File: config.mk
export PLATFORM = sky130hd
export DESIGN_NAME = box_filter_row_shrink
export DESIGN_NICKNAME = d
export VERILOG_FILES = /design/src/sv/bfrs_pkg.sv /design/src/sv/bfrs_lane.sv /design/src/sv/bfrs_step_ctrl.sv /design/src/sv/box_filter_row_shrink.sv
export VERILOG_INCLUDE_DIRS = /design/src /design/src/sv
export SDC_FILE = /design/constraint.sdc
export NUM_CORES = 2
export LEC_CHECK = 0
export ABC_AREA = 1
export BUFFER_PORTS_ARGS = -buffer_cell sky130_fd_sc_hd__buf_2
export CORE_MARGIN = 1
export CORE_UTILIZATION = 65
export CTS_BUF_LIST = sky130_fd_sc_hd__clkbuf_4 sky130_fd_sc_hd__clkbuf_8
export CTS_CLUSTER_DIAMETER = 40
export DETAILED_ROUTE_END_ITERATION = 6
export GPL_TIMING_DRIVEN = 0
export PLACE_DENSITY = 0.83
export SETUP_SLACK_MARGIN = 0.05
export SLEW_MARGIN = 20
export SYNTH_ARGS = -nofsm -noshare
export SYNTH_HDL_FRONTEND = slang
export SYNTH_SLANG_ARGS = --single-unit
File: constraint.sdc
create_clock -name clk -period 7.5 [get_ports clk]
set_clock_uncertainty 0.05 [all_clocks]
set_input_delay 0.75 -clock clk [delete_from_list [all_inputs] [get_ports clk]]
set_output_delay 0.75 -clock clk [all_outputs]
set_load 0.02 [all_outputs]
File: src/sv/box_filter_row_shrink_defines.svh
// ---------------------------------------------------------------------------
// Assertion macros for the box filter row shrink block
// Concurrent check wrappers that compile to nothing under synthesis.
// ---------------------------------------------------------------------------
`ifndef BOX_FILTER_ROW_SHRINK_DEFINES_SVH
`define BOX_FILTER_ROW_SHRINK_DEFINES_SVH

`ifndef SYNTHESIS

// Same-cycle implication, checked outside reset.
`define BFRS_ASSERT_IMPL(name, clk_i, rstn_i, ante, cons) \
	name: assert property (@(posedge clk_i) disable iff (!rstn_i) (ante) |-> (cons)) \
		else $error("assertion failed");

// Next-cycle implication, checked outside reset.
`define BFRS_ASSERT_NEXT(name, clk_i, rstn_i, ante, cons) \
	name: assert property (@(posedge clk_i) disable iff (!rstn_i) (ante) |=> (cons)) \
		else $error("assertion failed");

`else

`define BFRS_ASSERT_IMPL(name, clk_i, rstn_i, ante, cons)
`define BFRS_ASSERT_NEXT(name, clk_i, rstn_i, ante, cons)

`endif

`endif

File: src/sv/bfrs_pkg.sv
// ---------------------------------------------------------------------------
// Box filter row shrink package
// Widths, reset values, register indexes and the lane control struct.
// ---------------------------------------------------------------------------
package bfrs_pkg;

	// Field and state widths.
	localparam int PIX_W   = 8;
	localparam int CNT_W   = 29;
	localparam int RECIP_W = 16;
	localparam int FRAC_W  = 17;
	// Only the low 24 bits of a channel sum reach the output byte
	// (8 result bits above 16 fraction bits), so the sum is kept that wide.
	localparam int SUM_W   = 24;
	localparam int PART_W  = 9;

	// Number of lanes by default, and the widest supported pixel.
	localparam int CHANNELS_DEF = 4;
	localparam int CHANNELS_MAX = 4;

	// One source pixel (1.0, 16 fraction bits) as a 13.16 counter and a 1.16 weight.
	localparam logic [CNT_W-1:0]  UNIT_CNT  = 29'h0010000;
	localparam logic [FRAC_W-1:0] UNIT_FRAC = 17'h10000;

	// Register reset values.
	localparam logic [CNT_W-1:0]   STEP_RESET  = 29'd131072;
	localparam logic [RECIP_W-1:0] RECIP_RESET = 16'd32768;

	// Configuration port.
	localparam int CFG_IDX_W = 2;
	localparam logic [CFG_IDX_W-1:0] REG_SCALE_STEP = 2'd0;
	localparam logic [CFG_IDX_W-1:0] REG_STEP_RECIP = 2'd1;

	// Per-item control handed from the step counter to every lane.
	typedef struct packed {
		logic              load;   // an item is accepted this cycle
		logic              emit;   // this item closes a destination pixel
		logic              clear;  // row end: sums restart from zero
		logic [FRAC_W-1:0] cnt;    // weight of the pixel inside the closing output
		logic [FRAC_W-1:0] frac;   // leftover weight that seeds the next output
	} ctrl_t;

endpackage

File: src/sv/bfrs_lane.sv
// ---------------------------------------------------------------------------
// Box filter row shrink lane
// One channel: accumulator, partial weight product and normalizing multiply.
// ---------------------------------------------------------------------------
module bfrs_lane (
	input  logic                              clk,
	input  logic                              arst_n,
	input  logic [bfrs_pkg::PIX_W-1:0]        pix,
	input  bfrs_pkg::ctrl_t                   ctrl,
	input  logic                              s1_load,
	input  logic [bfrs_pkg::RECIP_W-1:0]      recip,
	output logic [bfrs_pkg::PIX_W-1:0]        res
);

	localparam int PROD_W  = bfrs_pkg::PIX_W + bfrs_pkg::FRAC_W;
	localparam int NORM_W  = bfrs_pkg::SUM_W + bfrs_pkg::RECIP_W;

	logic [bfrs_pkg::SUM_W-1:0]  sum_q;
	logic [bfrs_pkg::SUM_W-1:0]  total_s1;
	logic [PROD_W-1:0]           part_prod;
	logic [PROD_W-1:0]           seed_prod;
	logic [bfrs_pkg::PART_W-1:0] part;
	logic [bfrs_pkg::SUM_W-1:0]  total;
	logic [NORM_W-1:0]           norm_prod;

	// Weighted share of this pixel in the closing output and in the next one.
	always_comb begin
		part_prod = PROD_W'(pix) * PROD_W'(ctrl.cnt);
		seed_prod = PROD_W'(pix) * PROD_W'(ctrl.frac);
		part      = part_prod[PROD_W-1:16];
		total     = sum_q + bfrs_pkg::SUM_W'(part);
	end

	// Accumulator: add whole pixels, reseed on an emit, clear at row end.
	always_ff @(posedge clk or negedge arst_n) begin
		if (!arst_n) begin
			sum_q <= '0;
		end else if (ctrl.load) begin
			if (ctrl.clear) begin
				sum_q <= '0;
			end else if (ctrl.emit) begin
				sum_q <= bfrs_pkg::SUM_W'(seed_prod[PROD_W-1:16]);
			end else begin
				sum_q <= sum_q + bfrs_pkg::SUM_W'(pix);
			end
		end
	end

	// Stage 1 holds the unnormalized sum of the closing output.
	always_ff @(posedge clk) begin
		if (s1_load) begin
			total_s1 <= total;
		end
	end

	// Normalize by the reciprocal; the byte sits right above the 16 fraction bits.
	always_comb begin
		norm_prod = NORM_W'(total_s1) * NORM_W'(recip);
		res       = norm_prod[16 +: bfrs_pkg::PIX_W];
	end

endmodule

File: src/sv/bfrs_step_ctrl.sv
// ---------------------------------------------------------------------------
// Box filter row shrink step counter
// Tracks the source weight still owed to the current destination pixel.
// ---------------------------------------------------------------------------
module bfrs_step_ctrl (
	input  logic                          clk,
	input  logic                          arst_n,
	input  logic                          accept,
	input  logic                          row_end,
	input  logic [bfrs_pkg::CNT_W-1:0]    scale_step,
	output bfrs_pkg::ctrl_t               ctrl
);

	logic [bfrs_pkg::CNT_W-1:0]  counter_q;
	logic                        emit;
	logic [bfrs_pkg::FRAC_W-1:0] cnt;
	logic [bfrs_pkg::FRAC_W-1:0] frac;

	// An output closes once one unit or less is owed.
	always_comb begin
		emit = (counter_q <= bfrs_pkg::UNIT_CNT);
		cnt  = counter_q[bfrs_pkg::FRAC_W-1:0];
		frac = bfrs_pkg::UNIT_FRAC - cnt;
	end

	always_comb begin
		ctrl.load  = accept;
		ctrl.emit  = emit;
		ctrl.clear = row_end;
		ctrl.cnt   = cnt;
		ctrl.frac  = frac;
	end

	// Reload with the step less the weight already spent on the next output.
	always_ff @(posedge clk or negedge arst_n) begin
		if (!arst_n) begin
			counter_q <= bfrs_pkg::STEP_RESET;
		end else if (accept) begin
			if (row_end) begin
				counter_q <= scale_step;
			end else if (emit) begin
				counter_q <= scale_step - bfrs_pkg::CNT_W'(frac);
			end else begin
				counter_q <= counter_q - bfrs_pkg::UNIT_CNT;
			end
		end
	end

endmodule

File: src/sv/box_filter_row_shrink.sv
// ---------------------------------------------------------------------------
// Box filter row shrink
// Horizontal area-averaging downscale of 4-channel 8-bit pixels.
// ---------------------------------------------------------------------------
// The block takes one source pixel per clock and gives a destination pixel
// each time the 13.16 step counter runs down to one unit or less; the last
// pixel of a row (tlast) drops any partial output and restarts the counter.
// Each channel has its own lane (accumulator and three multipliers) and the
// lanes are merged into one output register. A result is held in stage 1 and
// then in the output register before it reaches the master side. The
// pixel input keeps taking one item per cycle as long as the output is
// drained; when a result waits at the output and a second one sits in
// stage 1, tready drops until the output is taken. Write scale_step and
// step_reciprocal only while no item is in flight; a new step takes effect
// at the next counter reload.
`include "box_filter_row_shrink_defines.svh"

module box_filter_row_shrink #(
	parameter int CHANNELS = bfrs_pkg::CHANNELS_DEF
) (
	input  logic                            clk,
	input  logic                            arst_n,
	// Source pixels.
	input  logic                            s_tvalid,
	output logic                            s_tready,
	input  logic [31:0]                     s_tdata,   // chan_a, chan_b, chan_c, chan_d
	input  logic                            s_tlast,   // row_end
	// Destination pixels.
	output logic                            m_tvalid,
	input  logic                            m_tready,
	output logic [31:0]                     m_tdata,   // out_a, out_b, out_c, out_d
	// Register writes.
	input  logic                            cfg_valid,
	output logic                            cfg_ready,
	input  logic [bfrs_pkg::CFG_IDX_W-1:0]  cfg_index,
	input  logic [bfrs_pkg::CNT_W-1:0]      cfg_data
);

	localparam int PW = bfrs_pkg::PIX_W;

	logic [bfrs_pkg::CNT_W-1:0]   scale_step_q;
	logic [bfrs_pkg::RECIP_W-1:0] step_reciprocal_q;
	logic                         emit_s1_q;
	logic                         m_tvalid_q;
	logic [31:0]                  m_tdata_q;
	logic                         out_free;
	logic                         s_accept;
	logic                         s1_load;
	logic [31:0]                  lane_res;
	bfrs_pkg::ctrl_t              ctrl;

	// Configuration writes are always taken.
	assign cfg_ready = 1'b1;

	always_ff @(posedge clk or negedge arst_n) begin
		if (!arst_n) begin
			scale_step_q      <= bfrs_pkg::STEP_RESET;
			step_reciprocal_q <= bfrs_pkg::RECIP_RESET;
		end else if (cfg_valid) begin
			case (cfg_index)
				bfrs_pkg::REG_SCALE_STEP: begin
					scale_step_q <= cfg_data;
				end
				bfrs_pkg::REG_STEP_RECIP: begin
					step_reciprocal_q <= cfg_data[bfrs_pkg::RECIP_W-1:0];
				end
				default: begin
				end
			endcase
		end
	end

	// Flow control: stage 1 only holds items that close an output.
	always_comb begin
		out_free = !m_tvalid_q || m_tready;
		s_tready = !emit_s1_q || out_free;
		s_accept = s_tvalid && s_tready;
	end

	bfrs_step_ctrl u_step_ctrl (
		.clk        (clk),
		.arst_n     (arst_n),
		.accept     (s_accept),
		.row_end    (s_tlast),
		.scale_step (scale_step_q),
		.ctrl       (ctrl)
	);

	assign s1_load = s_accept && ctrl.emit;

	// One lane per active channel; unused channels read as zero.
	for (genvar c = 0; c < bfrs_pkg::CHANNELS_MAX; c++) begin : g_lane
		if (c < CHANNELS) begin : g_on
			bfrs_lane u_lane (
				.clk     (clk),
				.arst_n  (arst_n),
				.pix     (s_tdata[c*PW +: PW]),
				.ctrl    (ctrl),
				.s1_load (s1_load),
				.recip   (step_reciprocal_q),
				.res     (lane_res[c*PW +: PW])
			);
		end else begin : g_off
			assign lane_res[c*PW +: PW] = '0;
		end
	end

	// Stage 1 valid and the merged output register.
	always_ff @(posedge clk or negedge arst_n) begin
		if (!arst_n) begin
			emit_s1_q  <= 1'b0;
			m_tvalid_q <= 1'b0;
		end else begin
			if (s_accept) begin
				emit_s1_q <= ctrl.emit;
			end else if (out_free) begin
				emit_s1_q <= 1'b0;
			end
			if (out_free) begin
				m_tvalid_q <= emit_s1_q;
			end
		end
	end

	always_ff @(posedge clk) begin
		if (out_free && emit_s1_q) begin
			m_tdata_q <= lane_res;
		end
	end

	assign m_tvalid = m_tvalid_q;
	assign m_tdata  = m_tdata_q;

	// An empty stage 1 never holds off the source.
	`BFRS_ASSERT_IMPL(a_ready_when_s1_empty, clk, arst_n, !emit_s1_q, s_tready)
	// A full stage 1 behind a stalled output blocks the source.
	`BFRS_ASSERT_IMPL(a_block_when_full, clk, arst_n, emit_s1_q && m_tvalid && !m_tready, !s_tready)
	// A closing item is always captured in stage 1.
	`BFRS_ASSERT_NEXT(a_emit_captured, clk, arst_n, s_accept && ctrl.emit, emit_s1_q)

endmodule
# After elaboration in Yosys (flattened, before gate mapping)
# Index checks and enable logic that the tools add are counted.
# W data, S select, Z words.
[totals] regBits=300 output_inout_bits=35 elab_cells=62
[classes] add_sub_neg=11 n_mul=12 magnitude_cmp=1 n_eq_ne=1 muxes=12 n_reduce_logical=11
[ops] operator="$mul A8 B17 Y25" count=8
[ops] operator="$mux W24" count=8
[ops] operator="$add A24 B8 Y24" count=4
[ops] operator="$add A24 B9 Y24" count=4
[ops] operator="$mul A24 B16 Y24" count=4
[ops] operator="$mux W29" count=2
[ops] operator="$le A29 B17 Y1 const B" count=1
[ops] operator="$sub A29 B17 Y29" count=1
[ops] operator="$sub A29 B17 Y29 const B" count=1
[ops] operator="$sub A17 B17 Y17 const A" count=1
[ops] operator="$reduce_and A2 Y1" count=2
[ops] operator="$logic_and A1 B1 Y1" count=3
[ops] operator="$eq A2 B1 Y1 const B" count=1
[ops] operator="$logic_not A1 Y1" count=2
[ops] operator="$logic_not A2 Y1" count=1
[ops] operator="$logic_or A1 B1 Y1" count=2
[ops] operator="$mux W1" count=2
[ops] operator="$reduce_bool A2 Y1" count=1

# Depth between registers and ports, before layout
[logic_depth] word_depth=5 mapped_depth=35 ltp_nobuf=33

# By module
# A second synthesis with hierarchy kept.
[hier_totals] cells_unflattened=11810 hier_area_um2=85901.1
[by_module_without_submodules] mod="bfrs_lane (g_lane[1].g_on.u_lane)" instances=1 cells_each=2765 area_per_inst_um2=19909.1 seq_area_each_um2=1321.3
[by_module_without_submodules] mod="bfrs_lane (g_lane[0].g_on.u_lane)" instances=1 cells_each=2722 area_per_inst_um2=19743.9 seq_area_each_um2=1321.3
[by_module_without_submodules] mod="bfrs_lane (g_lane[3].g_on.u_lane)" instances=1 cells_each=2713 area_per_inst_um2=19667.6 seq_area_each_um2=1321.3
[by_module_without_submodules] mod="bfrs_lane (g_lane[2].g_on.u_lane)" instances=1 cells_each=2676 area_per_inst_um2=19563.8 seq_area_each_um2=1321.3
[by_module_without_submodules] mod="bfrs_step_ctrl" instances=1 cells_each=687 area_per_inst_um2=4075.2 seq_area_each_um2=726.9
[by_module_without_submodules] mod="box_filter_row_shrink" instances=1 cells_each=247 area_per_inst_um2=2941.6 seq_area_each_um2=2139.6

# Least setup slack after synthesis
# No wires, ideal clock.
[synth_timing] path_type="input port to flip-flop" from="in s_tdata[6]" to="reg g_lane[0].g_on.u_lane.total_s1[18] (netlist bit) (data pin)" t_arrival_ps=6108 required_ps=7198 setup_slack_ps=1089 path_stages=30 path_cell_list="clkbuf_1 clkbuf_1 nand2_1 inv_1 fa_1 fa_1 fa_1 inv_1 fa_1 inv_1 ha_1 nand2_1 nor4_1 nand2_1 nand2_1 xor2_1 ha_1 inv_1 fa_1 nand3b_1 nand2_1 a21oi_1 o21ai_0 nand2_1 nand2_1 nand2_1 nor2_1 nand2_1 nand2_1 nand2_1"
[synth_between] elab_chain_len=2
[synth_lines] item="from (decl)" line_no="box_filter_row_shrink.sv:26" source="input logic [31:0] s_tdata,"
[synth_lines] item="$mul A8 B17 Y25" line_no="bfrs_lane.sv:28" source="part_prod = PROD_W'(pix) * PROD_W'(ctrl.cnt);"
[synth_lines] item="$add A24 B9 Y24" line_no="bfrs_lane.sv:31" source="total = sum_q + bfrs_pkg::SUM_W'(part);"
[synth_lines] item="named net g_lane[0].g_on.u_lane.total, one bit" line_no="bfrs_lane.sv:23" source="logic [bfrs_pkg::SUM_W-1:0] total;"
[synth_lines] item="to (signal assigned)" line_no="bfrs_lane.sv:52" source="total_s1 <= total;"
[synth_lines] item="to (decl)" line_no="bfrs_lane.sv:19" source="logic [bfrs_pkg::SUM_W-1:0] total_s1;"
# The timed path passes the listed nets, and every way through them passes these cells.
# A chain may end at the register's enable or synchronous reset.

# Final worst setup path
[layout_timing] from="reg step_reciprocal_q[5] (netlist bit)" to="reg m_tdata_q[15] (netlist: m_tdata[15]) (data pin)"
[layout_between] elab_chain_len=1
[layout_lines] item="from (decl)" line_no="box_filter_row_shrink.sv:42" source="logic [bfrs_pkg::RECIP_W-1:0] step_reciprocal_q;"
[layout_lines] item="from (signal assigned)" line_no="box_filter_row_shrink.sv:58" source="step_reciprocal_q <= bfrs_pkg::RECIP_RESET;"
[layout_lines] item="from (signal assigned)" line_no="box_filter_row_shrink.sv:65" source="step_reciprocal_q <= cfg_data[bfrs_pkg::RECIP_W-1:0];"
[layout_lines] item="$mul A24 B16 Y24" line_no="bfrs_lane.sv:58" source="norm_prod = NORM_W'(total_s1) * NORM_W'(recip);"
[layout_lines] item="named net g_lane[1].g_on.u_lane.norm_prod[23]" line_no="bfrs_lane.sv:24" source="logic [NORM_W-1:0] norm_prod;"
[layout_lines] item="to (signal assigned)" line_no="box_filter_row_shrink.sv:127" source="m_tdata_q <= lane_res;"
[layout_lines] item="to (decl)" line_no="box_filter_row_shrink.sv:45" source="logic [31:0] m_tdata_q;"
# The timed path passes the listed nets, and every way through them passes these cells.

==> results.md <==
- Delay-heaviest family, CP: adder cells
- CP Max Fanout: 10
- Post-synth cell types: 58
- Routability cong.: 1.080
- Maximum root-to-sink buffer count: 3
- Total CTS buffers: 56
- Synth Net Count: 13534
- Tmin final: 7376 ps
- Clk slew on worst S/H paths: 70 ps
- Met2 usage: 0.7317
- Hold path start: cfg_data[16]
- WP data arrival: 7790 ps
- Top post-synthesis cells by count: nand2_1, inv_1, fa_1, ha_1, nor2_1
- CP Launch Type: register
- WL per Instance: 22.98 um
- Die Span X: 359.9 um
- Worst stage delay on the critical path: 570 ps
- Placed cells: 13097
- Cell taking the most area after synthesis: fa_1
- Crit Reg-Reg Endpoint: m_tdata[15]
- Most frequent CP cell: fa_1
- Most common cell in the netlist: nand2_1
- Busiest grt layer: met2
- Worst-Margin Slew: 1309 ps
- Vias in the first global route: 78940
- Fraction of layout cells with a size suffix above 1: 0.04054
- Seq/Total Area, Yosys: 0.09792
- Status: complete, no violations
- Post-synthesis cell area: 83250 um^2
- Clk_lat worst skew: 750 ps
- Crit path cell chain: clkbuf_1, clkbuf_2, buf_2, nand2_1, fa_1, inv_1, fa_1, inv_1, fa_1, fa_1, fa_1, fa_1, inv_1, ha_1, a21o_1, inv_1, o21ai_0, a21oi_1, nand2_1, a21oi_1, inv_1, nand2_1, nand2_1
- Slew HR: 0.1274
- Core Footprint: 126400 um^2
- Die Height: 359.9 um
- Global-route wire length before repair: 458200 um
- Sink Count: 300
- H-tree levels: 2
- Final hold violations: 0
- Layout Area Growth over Synthesis: 5.525%
- CP Class: reg -> reg
- CP bufs+invs: 8
- Worst Hold Class: in -> reg
- Via/cell ratio: 5.820
- CTS tree: yes
- Post-Layout Inst Area: 87850 um^2
- Post-layout util: 0.6951
- Die ar.: 129500 um^2
- Post-Layout Cell Count: 13203
- Fin. max-slew vios: 0
- Final ANT Viol Nets: 0
- M3 GR Usage: 0.1393
- Worst EP required: 7910 ps
- Nets: 13695
- Synth Register Bits: 300
- Clk root buf: clkbuf_8
- Area post-placement: 86070 um^2
- Site row count: 130
- Highest-delay cell along the critical path: fa_1
- I/O pin count: 104
- R2r setup slk: 120 ps
- Top_reg_cell synth: dfrtp_1
- Ys Warns: 0
- Largest net degree at the start of global routing: 70
- Initial core utilization: 0.6587
- Residual DRC: 0
- Ratio of final minimum period to clock period: 0.9834
- Hold Path Cell Cnt: 2
- Number of port buffers: 101
- Starting DRC count in detailed routing: 8082
- Met1 Usage GRT: 0.5402
- Hold EP: scale_step_q[16]
- Post-DP HPWL: 247800 um
- R2r startpoint: step_reciprocal_q[5]
- Max cap viols: 0
- Gr ovfl total: 0
- Setup violations, final: 0
- Router iterations before antenna repair: 7
- Fraction of registers with async set/reset: 0.5733
- Initial antenna violation count: 20
- Top cell type's share of synthesized area: 0.3571
- Reg2Reg Depth: 23
- Setup crit end kind: register
- Max Freq: 135.6 MHz
- RSZ-0062 raised after global routing: yes
- Number of fill cells: 10566
- Post-synth EDFFs: 128
- Hold WS: 186.9 ps
- Total Wirelength: 303400 um
- Syn avg cell area: 7.344 um^2
- Top post-synthesis cells by area: fa_1, nand2_1, inv_1
- Via Count: 76846
- Gr usage total: 0.4737
- Post-Synthesis Cells: 11336
## flip-flops by register name (all words and copies together) (netlist names)
signal                       cells
m_tvalid                         1
emit_s1_q                        1
g_lane.g_on.u_lane.total_s1     96
g_lane.g_on.u_lane.sum_q        96
step_reciprocal_q               16
m_tdata                         32
scale_step_q                    29
u_step_ctrl.counter_q           29
## metrics by stage
| stage | setup TNS (ps) | worst slack (ps) |
|---|---|---|
| 6_report | 0 | 124.3 |
| 5_1_grt | -135.7 | -54.60 |
| 4_1_cts | 0 | 36.02 |
| 3_5_place_dp | -109060 | -1530 |
| 3_3_place_gp | -310710 | -2178 |
| 2_1_floorplan | 0 | 1089 |
## what timing repair did
action | CTS | global route
setup endpoints to repair | 154 | 86
setup buffers | 2 | 3
resized for setup | 111 | 180
pin swaps | 0 | 1
hold buffers | 1 | 0
endpoints found under the hold margin | 33 | 0
## cell type report
cell class	instances	area [um^2]	area share
Multi-Input combinational cell	7647	62510	0.7115
Inverter	2907	10920	0.1244
Sequential cell	300	8177	0.09308
Buffer	467	2067	0.02353
Tap cell	1650	2064	0.02350
Clock buffer	64	830.8	0.009457
Timing Repair Buffer	118	784.5	0.008930
Clock inverter	42	473.0	0.005384
Antenna cell	8	20.02	0.0002279
## placed cells by master, fill, tap and decap left out, types with 16 or more instances in the layout
cell	n
nand2_1	3199
clkbuf_2	80
dfrtp_1	157
nand3_1	349
a31oi_1	21
inv_1	2883
nand3b_1	37
o21bai_1	19
nor2_1	600
a21oi_1	385
a21o_1	39
clkbuf_8	56
nor3_1	96
fa_1	1485
inv_2	20
clkbuf_4	28
xor2_1	161
ha_1	643
buf_2	140
buf_1	65
o211ai_1	16
nor4_1	32
o21a_1	16
o31ai_1	22
clkbuf_1	246
xnor2_1	58
o21ai_0	238
edfxtp_1	128
o21ai_1	24
nand4_1	86
## worst reg2reg max path, cell delays in order (launching register included)
cell and delay (ps):
dfrtp_1 320, clkbuf_1 560, clkbuf_2 560, buf_2 580, nand2_1 170, fa_1 530
inv_1 50, fa_1 470, inv_1 50, fa_1 480, fa_1 570, fa_1 440
fa_1 500, inv_1 50, ha_1 370, a21o_1 200, inv_1 110, o21ai_0 120
a21oi_1 150, nand2_1 70, a21oi_1 410, inv_1 90, nand2_1 80, nand2_1 130
## how the worst max path moves through the flow
stage / from / to / cells after the start
after floorplan: s_tdata[6] / g_lane[0].g_on.u_lane.total_s1[18] / 30
after global placement: u_step_ctrl.counter_q[0] / g_lane[0].g_on.u_lane.total_s1[18] / 12
after detailed placement: u_step_ctrl.counter_q[0] / g_lane[1].g_on.u_lane.sum_q[1] / 27
after CTS: u_step_ctrl.counter_q[15] / g_lane[1].g_on.u_lane.total_s1[23] / 23
after global routing: u_step_ctrl.counter_q[8] / g_lane[2].g_on.u_lane.total_s1[20] / 27
final: step_reciprocal_q[5] / m_tdata[15] / 23
## metal layers
layer	routed length, um	share of wire	vias to the layer above
li1	-	-	33666
met1	101500	0.33	36768
met2	132700	0.44	4956
met3	36470	0.12	1422
met4	32430	0.11	34
met5	320	0.0011	-
## cells by family after synthesis
| family | share of synthesized area |
|---|---|
| muxes | 0.0004058 |
| and+or+nand+nor | 0.2144 |
| AOI/OAI and AO/OA | 0.05573 |
| buffers and inverters | 0.1536 |
| xor gates and xnor gates | 0.02399 |
| other | 0.00004505 |
| DFF | 0.09792 |
| adders and majority gates | 0.4539 |
Power is not shown: default switching activity piles up to over one toggle a cycle in this logic, so the estimate is an artifact.
